===== src/rtl/psi_pkg.sv =====
// Shared types and constants for the particle state integrator.
// Depends on nothing; imported by every module under rtl.
package psi_pkg;

    localparam int unsigned QW = 32;
    localparam int unsigned UW = 31;

    typedef enum logic [2:0] {
        REG_TIME_STEP  = 3'd0,
        REG_FIELD_AX   = 3'd1,
        REG_FIELD_AY   = 3'd2,
        REG_SPEED_LX   = 3'd3,
        REG_SPEED_LY   = 3'd4,
        REG_BOUND_X    = 3'd5,
        REG_BOUND_Y    = 3'd6
    } t_reg_idx;

    localparam logic ACT_LOAD = 1'b0;
    localparam logic ACT_STEP = 1'b1;

    typedef struct packed {
        logic [UW-1:0] time_step;
        logic signed [QW-1:0] field_ax;
        logic signed [QW-1:0] field_ay;
        logic [UW-1:0] speed_lx;
        logic [UW-1:0] speed_ly;
        logic [UW-1:0] bound_x;
        logic [UW-1:0] bound_y;
    } t_cfg;

    // One stored particle.
    typedef struct packed {
        logic [UW-1:0]        mass;
        logic signed [QW-1:0] pos_x;
        logic signed [QW-1:0] pos_y;
        logic signed [QW-1:0] vel_x;
        logic signed [QW-1:0] vel_y;
        logic signed [QW-1:0] acc_x;
        logic signed [QW-1:0] acc_y;
    } t_entry;

    // Saturate a 66-bit signed value to 32 bits.
    function automatic logic signed [QW-1:0] sat32(input logic signed [65:0] v);
        logic signed [65:0] hi;
        logic signed [65:0] lo;
        hi = 66'sd2147483647;
        lo = -66'sd2147483648;
        if (v > hi) sat32 = 32'sh7FFFFFFF;
        else if (v < lo) sat32 = 32'sh80000000;
        else sat32 = v[QW-1:0];
    endfunction

    // Symmetric clamp of a 34-bit signed sum.
    function automatic logic signed [QW-1:0] clampsym(input logic signed [33:0] v,
                                                      input logic [UW-1:0] lim);
        logic signed [33:0] l;
        logic signed [33:0] nl;
        l = $signed({3'b000, lim});
        nl = -l;
        if (v > l) clampsym = l[QW-1:0];
        else if (v < nl) clampsym = nl[QW-1:0];
        else clampsym = v[QW-1:0];
    endfunction

endpackage


===== src/rtl/psi_isqrt.sv =====
// Iterative 64-bit integer square root, one result bit per cycle.
// Depends on psi_pkg.
module psi_isqrt
    import psi_pkg::*;
(
    input  logic        i_clk,
    input  logic        i_rst_n,
    input  logic        i_start,
    input  logic [63:0] i_value,
    output logic        o_done,
    output logic [31:0] o_root
);
    logic [63:0] r_x;
    logic [63:0] r_res;
    logic [63:0] r_bit;
    logic        r_busy;
    logic        r_done;
    logic [64:0] trial;

    assign trial  = {1'b0, r_res} + {1'b0, r_bit};
    assign o_done = r_done;
    assign o_root = r_res[31:0];

    always_ff @(posedge i_clk) begin
        if (!i_rst_n) begin
            r_busy <= 1'b0;
            r_done <= 1'b0;
        end else begin
            r_done <= 1'b0;
            if (i_start) begin
                r_busy <= 1'b1;
                r_x    <= i_value;
                r_res  <= '0;
                r_bit  <= 64'h4000_0000_0000_0000;
            end else if (r_busy) begin
                // Advance one result bit.
                if ({1'b0, r_x} >= trial) begin
                    r_x   <= r_x - trial[63:0];
                    r_res <= (r_res >> 1) + r_bit;
                end else begin
                    r_res <= r_res >> 1;
                end
                r_bit <= r_bit >> 2;
                if (r_bit[0]) begin
                    r_busy <= 1'b0;
                    r_done <= 1'b1;
                end
            end
        end
    end

    a_done_single: assert property (@(posedge i_clk) disable iff (!i_rst_n)
        r_done |=> !r_done) else $error("root done held");
    a_idle_done: assert property (@(posedge i_clk) disable iff (!i_rst_n)
        r_done |-> !r_busy) else $error("root done while busy");
    a_bit_one: assert property (@(posedge i_clk) disable iff (!i_rst_n)
        r_busy |-> $countones(r_bit) == 1) else $error("root bit lost");

endmodule


===== config.mk =====
export PLATFORM = sky130hd
export DESIGN_NAME = psi_isqrt
export DESIGN_NICKNAME = d
export VERILOG_FILES = /design/src/rtl/psi_pkg.sv /design/src/rtl/psi_isqrt.sv
export SDC_FILE = /design/constraint.sdc
export NUM_CORES = 1
export LEC_CHECK = 0
export ABC_AREA = 1
export BUFFER_PORTS_ARGS = -buffer_cell sky130_fd_sc_hd__clkbuf_2
export CAP_MARGIN = 0
export CORE_MARGIN = 1
export CORE_UTILIZATION = 50
export DETAILED_ROUTE_END_ITERATION = 8
export PLACE_DENSITY = 0.67
export SETUP_SLACK_MARGIN = 0.05
export SYNTH_ARGS = -nofsm -noshare
export SYNTH_HDL_FRONTEND = slang
export SYNTH_SLANG_ARGS = --single-unit

===== constraint.sdc =====
create_clock -name i_clk -period 9.6 [get_ports i_clk]
set_clock_uncertainty 0.1 [all_clocks]
set_input_delay 1.92 -clock i_clk [delete_from_list [all_inputs] [get_ports i_clk]]
set_output_delay 1.92 -clock i_clk [all_outputs]
set_load 0.01 [all_outputs]

== After elaboration in Yosys (flattened, before gate mapping) ==
Index checks and enable logic that the tools add are counted.

* Add/subtract/negate cells: 3
* $lt $le $gt $ge: 1
* Muxes and demuxes: 10
* Bitwise operators: 2
* Reduce and logical (&&, ||, !) cells: 5

{| class="wikitable"
|+ Operators with widths
! operator !! number
|-
| 2-to-1 mux 64 bit || 5
|-
| adder 64 x 63 -> 65 bit || 1
|-
| >= comparator 64 x 65 -> 1 bit || 1
|-
| adder 63 x 63 -> 64 bit || 1
|-
| subtractor 64 bit || 1
|-
| 2-to-1 mux 63 bit || 1
|-
| 2-to-1 mux 1 bit || 4
|-
| nonzero test 2 bit || 2
|-
| AND reduction 3 bit || 1
|-
| OR reduction 3 bit || 1
|-
| NOT 1 bit || 2
|-
| AND reduction 2 bit || 1
|}

* Register bits after elaboration: 162
* Output and inout port bits: 33

== Logic depth before layout (Yosys ltp) ==
Gate-level depths: netlist of run 1.

* Depth in word-level cells: 5
* Gate-level depth with buffers: 30

== Worst setup path after synthesis of run 1 ==
No wires, ideal clock.

* Path kind: input-to-reg
* Start point: input port i_start
* End point: register r_x[0] (enable)
* Setup time: 0.418 ns
* Data arrival time: 8.539 ns
* Data required time: 9.082 ns
* Slack: 0.543 ns
* Stages: 5
* Cell sequence: inv_2 -> clkbuf_1 -> a21oi_1 -> o21ai_1 -> inv_1

* Word-level cells in the longest chain between the ends: 2
* Elaborated cells on any way between the ends: 3

{| class="wikitable"
|+ Ends and longest elaborated chain
! element !! line !! source
|-
| from (decl) || psi_isqrt.sv:8 || <nowiki>input logic i_start,</nowiki>
|-
| nonzero test 2 bit (no source line) || n/a ||
|-
| AND reduction 3 bit (no source line) * || n/a ||
|-
| to (signal assigned) || psi_isqrt.sv:32 || <nowiki>r_x <= i_value;</nowiki>
|-
| to (signal assigned) || psi_isqrt.sv:38 || <nowiki>r_x <= r_x - trial[63:0];</nowiki>
|-
| to (decl) || psi_isqrt.sv:13 || <nowiki>logic [63:0] r_x;</nowiki>
|}

Mark *: on every way between the ends. The rest lies on a longest branch, timed or not.
A chain may end at the register's enable or synchronous reset.

== Final worst setup path of run 1 ==
* Start point: register r_res[14]
* End point: register r_res[34], data pin

* Word-level cells in the longest chain between the ends: 4
* Elaborated cells on any way between the ends: 5

{| class="wikitable"
|+ Ends and longest elaborated chain
! element !! line !! source
|-
| from (decl) || psi_isqrt.sv:14 || <nowiki>logic [63:0] r_res;</nowiki>
|-
| from (signal assigned) || psi_isqrt.sv:39 || <nowiki>r_res <= (r_res >> 1) + r_bit;</nowiki>
|-
| from (signal assigned) || psi_isqrt.sv:41 || <nowiki>r_res <= r_res >> 1;</nowiki>
|-
| adder 64 x 63 -> 65 bit || psi_isqrt.sv:20 || <nowiki>assign trial = {1'b0, r_res} + {1'b0, r_bit};</nowiki>
|-
| >= comparator 64 x 65 -> 1 bit || psi_isqrt.sv:37 || <nowiki>if ({1'b0, r_x} >= trial) begin</nowiki>
|-
| 2-to-1 mux 64 bit * || psi_isqrt.sv:37 ||
|-
| 2-to-1 mux 64 bit * || psi_isqrt.sv:35 || <nowiki>end else if (r_busy) begin</nowiki>
|}

Mark *: on every way between the ends. The rest lies on a longest branch, timed or not. The select of a mux whose other input is x is not followed.

==> flow_metrics.env, run 1 <==
export IMPL_post_cts_setup_buffer_count=0
export IMPL_cellPowerDensity_nw_per_um2=174
export IMPL_fmax_mhz=145
export IMPL_crit_slowest_cell="nor2_4"
export IMPL_grt_overflow=0
export IMPL_grtUsageMet3=0.0514
export IMPL_area_delta_synth_final_pct=6.71
export IMPL_seq_area_frac_synth=0.260
export IMPL_wl_per_cell_um=20.5
export IMPL_ys_async_sr_fraction=0
export IMPL_core_area_um2=36600
export IMPL_clock_latency_ns=0.48
export IMPL_num_fill_cells=3733
export IMPL_avgSynthCellArea_um2=6.36
export IMPL_start_util=0.508
export IMPL_synthFlopType="edfxtp_1"
export IMPL_place_area_um2=19300
export IMPL_hold_viol=0
export IMPL_clkTransAtPathRegs_ns=0.07
export IMPL_die_w_um=195
export IMPL_netlist_instances=2924
export IMPL_first_iter_violations=1903
export IMPL_place_inst=3422
export IMPL_antenna_left=0
export IMPL_tns_ns=0
export IMPL_tightest_slew_ns=1.04
export IMPL_root_buffer="clkbuf_16"
export IMPL_cts_tree="yes"
export IMPL_cap_violations=0
export IMPL_met1_usage=0.461
export IMPL_firstDrtPassIters=5
export IMPL_hold_buffers=0
export IMPL_via_per_inst=5.80
export IMPL_crit_required_ns=9.83
export IMPL_grt_usage=0.372
export IMPL_cts_buffers_inserted=17
export IMPL_ys_top_cells_by_area="edfxtp_1, nand2_1, ha_1, inv_1, nor2_1"
export IMPL_end_kind="flop"
export IMPL_rsz0062_at_grt="no"
export IMPL_worst_ir_drop_vdd_uv=146
export IMPL_drive_gt1_frac=0.0630
export IMPL_yosysWarningCount=0
export IMPL_htree_num_levels=4
export IMPL_fp_dieH_um=195
export IMPL_finalSetupViolations=0
export IMPL_grt_busiest_layer="met2"
export IMPL_num_antenna_cells=0
export IMPL_wl_um=70700
export IMPL_status="finished clean"
export IMPL_gp_congestion=1.03
export IMPL_cts_buffer_depth=2
export IMPL_post_dp_hpwl_um=57700
export IMPL_fin_crit_sh=0.716
export IMPL_synth_edf_count=160
export IMPL_syn_nets=3122
export IMPL_crit_path_max_fanout=65
export IMPL_nets=3171
export IMPL_synth_top_area_cell="edfxtp_1"
export IMPL_start_kind="flop"
export IMPL_hold_path_class="reg2reg"
export IMPL_report_final_slew_viol_count=0
export IMPL_ys_ff_latch=162
export IMPL_cts_num_sinks=162
export IMPL_critPathKind="reg2reg"
export IMPL_post_route_min_period_ns=6.88
export IMPL_final_cells=3454
export IMPL_met2_usage=0.612
export IMPL_grt_pass1_wl_um=107000
export IMPL_grt_pass1_vias=19525
export IMPL_relSlewSlack=0.306
export IMPL_p_leak_nw=8.76
export IMPL_stdcell_area_um2=19900
export IMPL_synth_top_area_share=0.258
export IMPL_grt_max_degree=66
export IMPL_slowest_delay_ns=0.91
export IMPL_syn_area_um2=18600
export IMPL_num_rows=70
export IMPL_cpMostUsedCell="nand2_1"
export IMPL_dieArea_um2=38000
export IMPL_io_pins=100
export IMPL_drc=0
export IMPL_whs_ns=0.412
export IMPL_vias=20042
export IMPL_portBuffers=99
export IMPL_synth_cell_types=48
export IMPL_antenna_found_initial=0
export IMPL_critPathArrivalTime_ns=7.11
export IMPL_cts_repair_resized=0
==> registers in the layout (all words and copies together), names as in the netlist <==
| signal | cells |
|---|---|
| r_bit | 32 |
| r_x | 64 |
| r_busy | 1 |
| o_done | 1 |
| r_res | 64 |
==> synth_stat cells, drive strengths merged (30+ instances only) <==
| library cell | n |
|---|---|
| nor2 | 372 |
| o21ai | 214 |
| xnor2 | 48 |
| inv | 401 |
| edfxtp | 160 |
| nand3 | 227 |
| a21oi | 204 |
| nand4 | 31 |
| buf | 60 |
| nand2 | 806 |
| xor2 | 68 |
| nor3 | 30 |
| ha | 130 |
==> path summary, 6_finish.rpt <==
check        slack, ns                 endpoint  depth (start not counted)                    start
max               2.72  r_res[34]$_SDFFCE_PP0P_                         27  r_res[14]$_SDFFCE_PP0P_
min               0.41        o_done$_SDFF_PP0_                          2        r_busy$_SDFF_PN0_
min reg2reg       0.41        o_done$_SDFF_PP0_                          2        r_busy$_SDFF_PN0_
max reg2reg       2.72  r_res[34]$_SDFFCE_PP0P_                         27  r_res[14]$_SDFFCE_PP0P_
==> layout by cell type (no fill, tap or decap), types with 28 or more instances in the layout <==
| master | count |
|---|---|
| nand2_1 | 802 |
| inv_1 | 395 |
| nor2_1 | 367 |
| nand3_1 | 225 |
| a21oi_1 | 203 |
| o21ai_0 | 193 |
| edfxtp_1 | 160 |
| ha_1 | 130 |
| clkbuf_2 | 98 |
| xor2_1 | 68 |
| xnor2_1 | 48 |
| nand4_1 | 31 |
| nor3_1 | 28 |
==> worst max-delay path, delay by kind of cell (launching register included) <==
kind / cells / cell delay (ns)
simple gates: 15 / 2.60
compound gates: 7 / 1.64
xor+xnor: 1 / 0.18
flops: 1 / 0.54
fa+ha+maj: 2 / 0.78
buf+inv: 2 / 0.78
==> final cells by class <==
| class | instances | area [µm²] | share of cell area |
|---|---|---|---|
| inverters | 401 | 1510 | 0.0758 |
| flip-flops and latches | 162 | 4840 | 0.244 |
| repair buffers | 108 | 566 | 0.0285 |
| well taps | 468 | 586 | 0.0295 |
| multi-input cells | 2283 | 11800 | 0.594 |
| clock buffers | 18 | 429 | 0.0216 |
| clock inverters | 14 | 129 | 0.00649 |
==> kinds of logic (layout without fill, tap and decap cells) <==
logic type                 count (synthesis)  count (layout)  synth area share
and+or+nand+nor                         1527            1527             0.341
AOI/OAI and AO/OA                        509             509             0.149
buffers and inverters                    479             541             0.106
DFF                                      162             162             0.260
adders and majority gates                131             131            0.0885
xor gates and xnor gates                 116             116            0.0546
==> where the power goes <==
group / switching [W] / internal (W) / leakage (nW)
registers: 0.000102 / 0.000897 / 1.55
clock network: 0.000322 / 0.000359 / 0.269
logic: 0.00120 / 0.000566 / 6.94
total: 0.00163 / 0.00182 / 8.76
==> per-layer routing <==
| metal | part of all wire | wire length [µm] |
|---|---|---|
| met2 | 0.46 | 32300 |
| met3 | 0.068 | 4810 |
| met5 | 0 | 0 |
| met4 | 0.064 | 4510 |
| met1 | 0.41 | 29100 |
==> per-stage QoR <==
step	power [W]	setup WS, ns	utilization
after floorplan	0.00222	0.543	-
after global placement	0.00270	2.92	0.527
after detailed placement	0.00272	2.94	0.527
after CTS	0.00341	2.86	0.542
after global routing	0.00366	2.25	0.542
final	0.00345	2.72	0.542
Power figures use the tool's default switching activity.
==> run 2: changes to the inputs <==
--- a/config.mk
+++ b/config.mk
@@ -11,7 +11,7 @@
 export CORE_MARGIN = 1
 export CORE_UTILIZATION = 50
 export DETAILED_ROUTE_END_ITERATION = 8
-export PLACE_DENSITY = 0.67
+export PLACE_DENSITY = 0.7
 export SETUP_SLACK_MARGIN = 0.05
 export SYNTH_ARGS = -nofsm -noshare
 export SYNTH_HDL_FRONTEND = slang
==> constraint.sdc (replaced) <==
create_clock -name i_clk -period 5.8 [get_ports i_clk]
set_clock_uncertainty 0.1 [all_clocks]
set_input_delay 1.16 -clock i_clk [delete_from_list [all_inputs] [get_ports i_clk]]
set_output_delay 1.16 -clock i_clk [all_outputs]
set_load 0.01 [all_outputs]
==> flow_metrics.env, run 2 (synthesis results as in run 1) <==
export IMPL_fmax_mhz=183
export IMPL_stdcell_area_um2=20000
export IMPL_whs_ns=0.415
export IMPL_critPathKind="reg2reg"
export IMPL_hold_path_class="reg2reg"
export IMPL_worst_ir_drop_vdd_uv=251
export IMPL_end_kind="flop"
export IMPL_clkTransAtPathRegs_ns=0.07
export IMPL_reg_largest_list="r_res (64), r_x (64), r_bit (32)"
export IMPL_drive_gt1_frac=0.0668
export IMPL_crit_required_ns=5.86
export IMPL_core_area_um2=36600
export IMPL_relSlewSlack=0.299
export IMPL_cellPowerDensity_nw_per_um2=293
export IMPL_fp_dieH_um=195
export IMPL_via_per_inst=5.81
export IMPL_hold_viol=0
export IMPL_top_layer_used="met4"
export IMPL_htree_num_levels=4
export IMPL_setup_ws_ns=0.330
export IMPL_final_cell_mix="nand2_1, inv_1, nor2_1, nand3_1, a21oi_1"
export IMPL_place_area_um2=19400
export IMPL_io_pins=100
export IMPL_met2_length_um=33300
export IMPL_finalSetupViolations=0
export IMPL_tightest_slew_ns=1.04
export IMPL_cts_buffers_inserted=17
export IMPL_start_util=0.508
export IMPL_first_iter_violations=1922
export IMPL_drc=0
export IMPL_cap_violations=0
export IMPL_grt_usage=0.370
export IMPL_dp_slack_ns=0.371
export IMPL_num_fill_cells=3720
export IMPL_report_final_slew_viol_count=0
export IMPL_wl_um=71100
export IMPL_firstDrtPassIters=6
export IMPL_final_common_cell="nand2_1"
export IMPL_wl_per_cell_um=20.5
export IMPL_cts_num_sinks=162
export IMPL_grt_pass1_wl_um=107000
export IMPL_rsz0062_at_grt="no"
export IMPL_tns_ns=0
export IMPL_num_antenna_cells=0
export IMPL_die_w_um=195
export IMPL_status="finished clean"
export IMPL_gp_congestion=1.11
export IMPL_crit_path_max_fanout=33
export IMPL_grt_max_degree=98
export IMPL_slowest_delay_ns=0.51
export IMPL_vias=20126
export IMPL_post_route_min_period_ns=5.47
export IMPL_fin_crit_sh=0.943
export IMPL_start_kind="flop"
export IMPL_area_delta_synth_final_pct=7.74
export IMPL_root_buffer="clkbuf_16"
export IMPL_clock_latency_ns=0.48
export IMPL_grt_pass1_vias=19322
export IMPL_wl_met1_um=28500
export IMPL_nets=3181
export IMPL_dieArea_um2=38000
export IMPL_post_dp_hpwl_um=57600
export IMPL_critPathArrivalTime_ns=5.53
export IMPL_antenna_left=0
export IMPL_cts_buffer_depth=2
export IMPL_cpMostUsedCell="nand2_1"
export IMPL_cts_tree="yes"
export IMPL_p_leak_nw=8.85
export IMPL_grt_overflow=0
export IMPL_portBuffers=99
export IMPL_num_rows=70
export IMPL_antenna_found_initial=0
export IMPL_crit_slowest_cell="edfxtp_1"
export IMPL_wl_met3_um=5690
-- run 2: layout make-up --
cell class              instances  area (µm²)  share of cell area
inverters                     401        1510              0.0751
clock buffers                  18         429              0.0214
repair buffers                117         683              0.0341
well taps                     468         586              0.0292
clock inverters                14         189             0.00942
flip-flops and latches        162        4840               0.242
multi-input cells            2284       11800               0.589
-- run 2: worst paths after layout --
kind                                from                end  slack [ns]  depth (start not counted)
setup / recovery  r_res[4]$_SDFFCE_PP0P_  r_x[20]$_DFFE_PP_        0.33                         29
hold / removal         r_busy$_SDFF_PN0_  o_done$_SDFF_PP0_        0.41                          2
setup reg to reg  r_res[4]$_SDFFCE_PP0P_  r_x[20]$_DFFE_PP_        0.33                         29
hold reg to reg        r_busy$_SDFF_PN0_  o_done$_SDFF_PP0_        0.41                          2
-- run 2: critical path: cells and delay by family, from the launching register on --
family / cells / cell delay, ns
AOI/OAI and AO/OA: 4 / 0.62
DFF: 1 / 0.51
xor gates and xnor gates: 1 / 0.15
buffers and inverters: 4 / 0.55
adders and majority gates: 2 / 0.82
and+or+nand+nor: 18 / 2.33
-- run 2: timing repair --
item                                    in CTS  in global routing
endpoints found under the setup margin       0                 89
buffers inserted                             0                  0
resized for setup                            0                  3
hold buffers                                 0                  0
-- run 2: power breakdown --
| part | switching (W) | leakage [nW] | total [W] | internal, W |
|---|---|---|---|---|
| clock network | 0.000564 | 0.290 | 0.00125 | 0.000691 |
| registers | 0.000168 | 1.55 | 0.00165 | 0.00148 |
| logic | 0.00201 | 7.00 | 0.00297 | 0.000957 |
-- run 2: stage by stage --
step                cells  utilization  power [W]
floorplan            2924            -    0.00368
global placement     3431        0.530    0.00451
detailed placement   3431        0.530    0.00454
CTS                  3463        0.547    0.00579
global route         3464        0.548    0.00621
finish               3464        0.548    0.00587
-- run 2: metal layers --
| layer | track usage | vias to the layer above |
|---|---|---|
| li1 | - | 9760 |
| met1 | 0.457 | 9198 |
| met2 | 0.627 | 992 |
| met3 | 0.0550 | 176 |
| met4 | 0.185 | 0 |
| met5 | 0 | - |
==> run 3: changes to the inputs <==
--- a/config.mk
+++ b/config.mk
@@ -11,7 +11,7 @@
 export CORE_MARGIN = 1
 export CORE_UTILIZATION = 50
 export DETAILED_ROUTE_END_ITERATION = 8
-export PLACE_DENSITY = 0.7
+export PLACE_DENSITY = 0.65
 export SETUP_SLACK_MARGIN = 0.05
 export SYNTH_ARGS = -nofsm -noshare
 export SYNTH_HDL_FRONTEND = slang
==> constraint.sdc (replaced) <==
create_clock -name i_clk -period 6.4 [get_ports i_clk]
set_clock_uncertainty 0.1 [all_clocks]
set_input_delay 1.28 -clock i_clk [delete_from_list [all_inputs] [get_ports i_clk]]
set_output_delay 1.28 -clock i_clk [all_outputs]
set_load 0.01 [all_outputs]
==> flow_metrics.env, run 3 (synthesis results as in run 1) <==
export IMPL_fp_dieH_um=195
export IMPL_reg2reg_from="r_res[6]$_SDFFCE_PP0P_"
export IMPL_first_iter_violations=2174
export IMPL_post_route_min_period_ns=6.01
export IMPL_nets=3176
export IMPL_finalSetupViolations=0
export IMPL_htree_num_levels=4
export IMPL_report_final_slew_viol_count=0
export IMPL_area_delta_synth_final_pct=7.07
export IMPL_vias=20222
export IMPL_slowest_delay_ns=0.77
export IMPL_start_util=0.508
export IMPL_hold_path_depth=2
export IMPL_cap_violations=0
export IMPL_place_inst=3426
export IMPL_cts_buffer_depth=2
export IMPL_grt_max_degree=99
export IMPL_crit_required_ns=6.52
export IMPL_regArea_um2=4840
export IMPL_grt_pass1_wl_um=106000
export IMPL_rsz0062_at_grt="no"
export IMPL_num_rows=70
export IMPL_io_pins=100
export IMPL_hold_end="o_done$_SDFF_PP0_"
export IMPL_combPwrFrac=0.515
export IMPL_clkTransAtPathRegs_ns=0.07
export IMPL_num_fill_cells=3743
export IMPL_num_antenna_cells=0
export IMPL_hold_buffers=0
export IMPL_critPathKind="reg2reg"
export IMPL_place_area_um2=19400
export IMPL_tightest_slew_ns=0.969
export IMPL_fin_crit_sh=0.939
export IMPL_crit_family="simple AND/OR/NAND/NOR gates"
export IMPL_antenna_left=0
export IMPL_status="finished clean"
export IMPL_multi_input_comb_area_um2=11800
export IMPL_hold_viol=0
export IMPL_worstReg2RegEnd="r_res[48]$_SDFFCE_PP0P_"
export IMPL_firstDrtPassIters=6
export IMPL_final_cells=3459
export IMPL_end_kind="flop"
export IMPL_wl_per_cell_um=20.2
export IMPL_dieArea_um2=38000
export IMPL_path_buf_inv=1
export IMPL_cts_num_sinks=162
export IMPL_die_w_um=195
export IMPL_hold_path_class="reg2reg"
export IMPL_cpMostUsedCell="nand2_1"
export IMPL_reg_largest_list="r_res (64), r_x (64), r_bit (32)"
export IMPL_tns_ns=0
export IMPL_critPathArrivalTime_ns=6.13
export IMPL_cts_buffers_inserted=17
export IMPL_start_kind="flop"
export IMPL_swShare=0.470
export IMPL_grt_usage=0.366
export IMPL_wl_um=70000
export IMPL_r2r_slack_ns=0.39
export IMPL_gp_congestion=1.08
export IMPL_cellPowerDensity_nw_per_um2=259
export IMPL_stdcell_area_um2=19900
export IMPL_grt_overflow=0
export IMPL_p_seq_frac=0.289
export IMPL_antenna_found_initial=0
export IMPL_clock_latency_ns=0.48
export IMPL_cts_tree="yes"
export IMPL_via_per_inst=5.85
export IMPL_p_leak_nw=8.79
export IMPL_worst_ir_drop_vdd_uv=233
export IMPL_drive_gt1_frac=0.0642
export IMPL_root_buffer="clkbuf_16"
export IMPL_core_area_um2=36600
export IMPL_r2r_cells=27
export IMPL_worstHoldStart="r_busy$_SDFF_PN0_"
export IMPL_grt_pass1_vias=19182
export IMPL_portBuffers=99
export IMPL_switching_power_w=0.00243
export IMPL_fmax_mhz=166
export IMPL_final_cell_mix="nand2_1, inv_1, nor2_1, nand3_1, a21oi_1"
export IMPL_relSlewSlack=0.347
export IMPL_final_common_cell="nand2_1"
export IMPL_crit_slowest_cell="o21ai_0"
export IMPL_drc=0
export IMPL_crit_path_max_fanout=66
export IMPL_post_dp_hpwl_um=56600
export IMPL_p_int_w=0.00274
export IMPL_power_share_clock=0.196
[run 3: cell types whose count changed in the layout (fill, tap and decap cells not counted), moves of 2 or more]
cell and change:
inv_8 -3, clkbuf_1 +2, buf_4 -4, clkinv_2 +5, bufinv_16 -2
[run 3: how the worst max path moves through the flow]
stage                                 startpoint                       to  slack [ns]  cells past startpoint
final                     r_res[6]$_SDFFCE_PP0P_  r_res[48]$_SDFFCE_PP0P_        0.39                     27
after global routing      r_res[6]$_SDFFCE_PP0P_   r_res[1]$_SDFFCE_PP0P_        0.16                     29
after CTS                 r_res[6]$_SDFFCE_PP0P_  r_res[18]$_SDFFCE_PP0P_        0.38                     25
after detailed placement  r_res[6]$_SDFFCE_PP0P_  r_res[58]$_SDFFCE_PP0P_        0.44                     25
after global placement    r_res[6]$_SDFFCE_PP0P_  r_res[26]$_SDFFCE_PP0P_        0.46                     25
after floorplan           r_res[4]$_SDFFCE_PP0P_         r_x[0]$_DFFE_PP_        0.89                     26
[run 3: power groups by stage]
stage | Clock, W | Combinational [W] | Sequential (W)
final | 0.00101 | 0.00266 | 0.00149
after global routing | 0.00105 | 0.00294 | 0.00150
after CTS | 0.00102 | 0.00260 | 0.00149
after detailed placement | 0 | 0.00258 | 0.00150
after global placement | 0 | 0.00256 | 0.00150
after floorplan | 0 | 0.00189 | 0.00145
[run 3: what timing repair did]
action | in CTS | in global routing
setup buffers | 0 | 0
resized for setup | 0 | 1
setup endpoints to repair | 0 | 27
[run 3: layout make-up]
| type | instances | share of cell area |
|---|---|---|
| Multi-Input combinational cell | 2284 | 0.593 |
| Sequential cell | 162 | 0.243 |
| Inverter | 401 | 0.0756 |
| Timing Repair Buffer | 112 | 0.0318 |
| Tap cell | 468 | 0.0294 |
| Clock buffer | 20 | 0.0219 |
| Clock inverter | 12 | 0.00540 |
[run 3: metrics by stage]
stage	setup WS (ns)	total power [W]	hold slack [ns]	utilization
after floorplan	0.894	0.00333	0.381	-
after global placement	0.461	0.00406	0.389	0.529
after detailed placement	0.442	0.00409	0.397	0.529
after CTS	0.375	0.00510	0.407	0.544
after global routing	0.161	0.00550	0.437	0.544
final	0.393	0.00517	0.407	0.544
[run 3: layer usage]
metal,vias to the layer above,wire (µm),track usage
met2,1021,32300,0.608
met3,169,5390,0.0444
li1,9730,-,-
met5,-,0,0
met1,9302,28600,0.471
met4,0,3780,0.180
[run 3: tightest hold or removal path, stage by stage (launching register included)]
cell and delay (ns):
dfxtp_1 0.30, inv_1 0.10, nor4_1 0.06
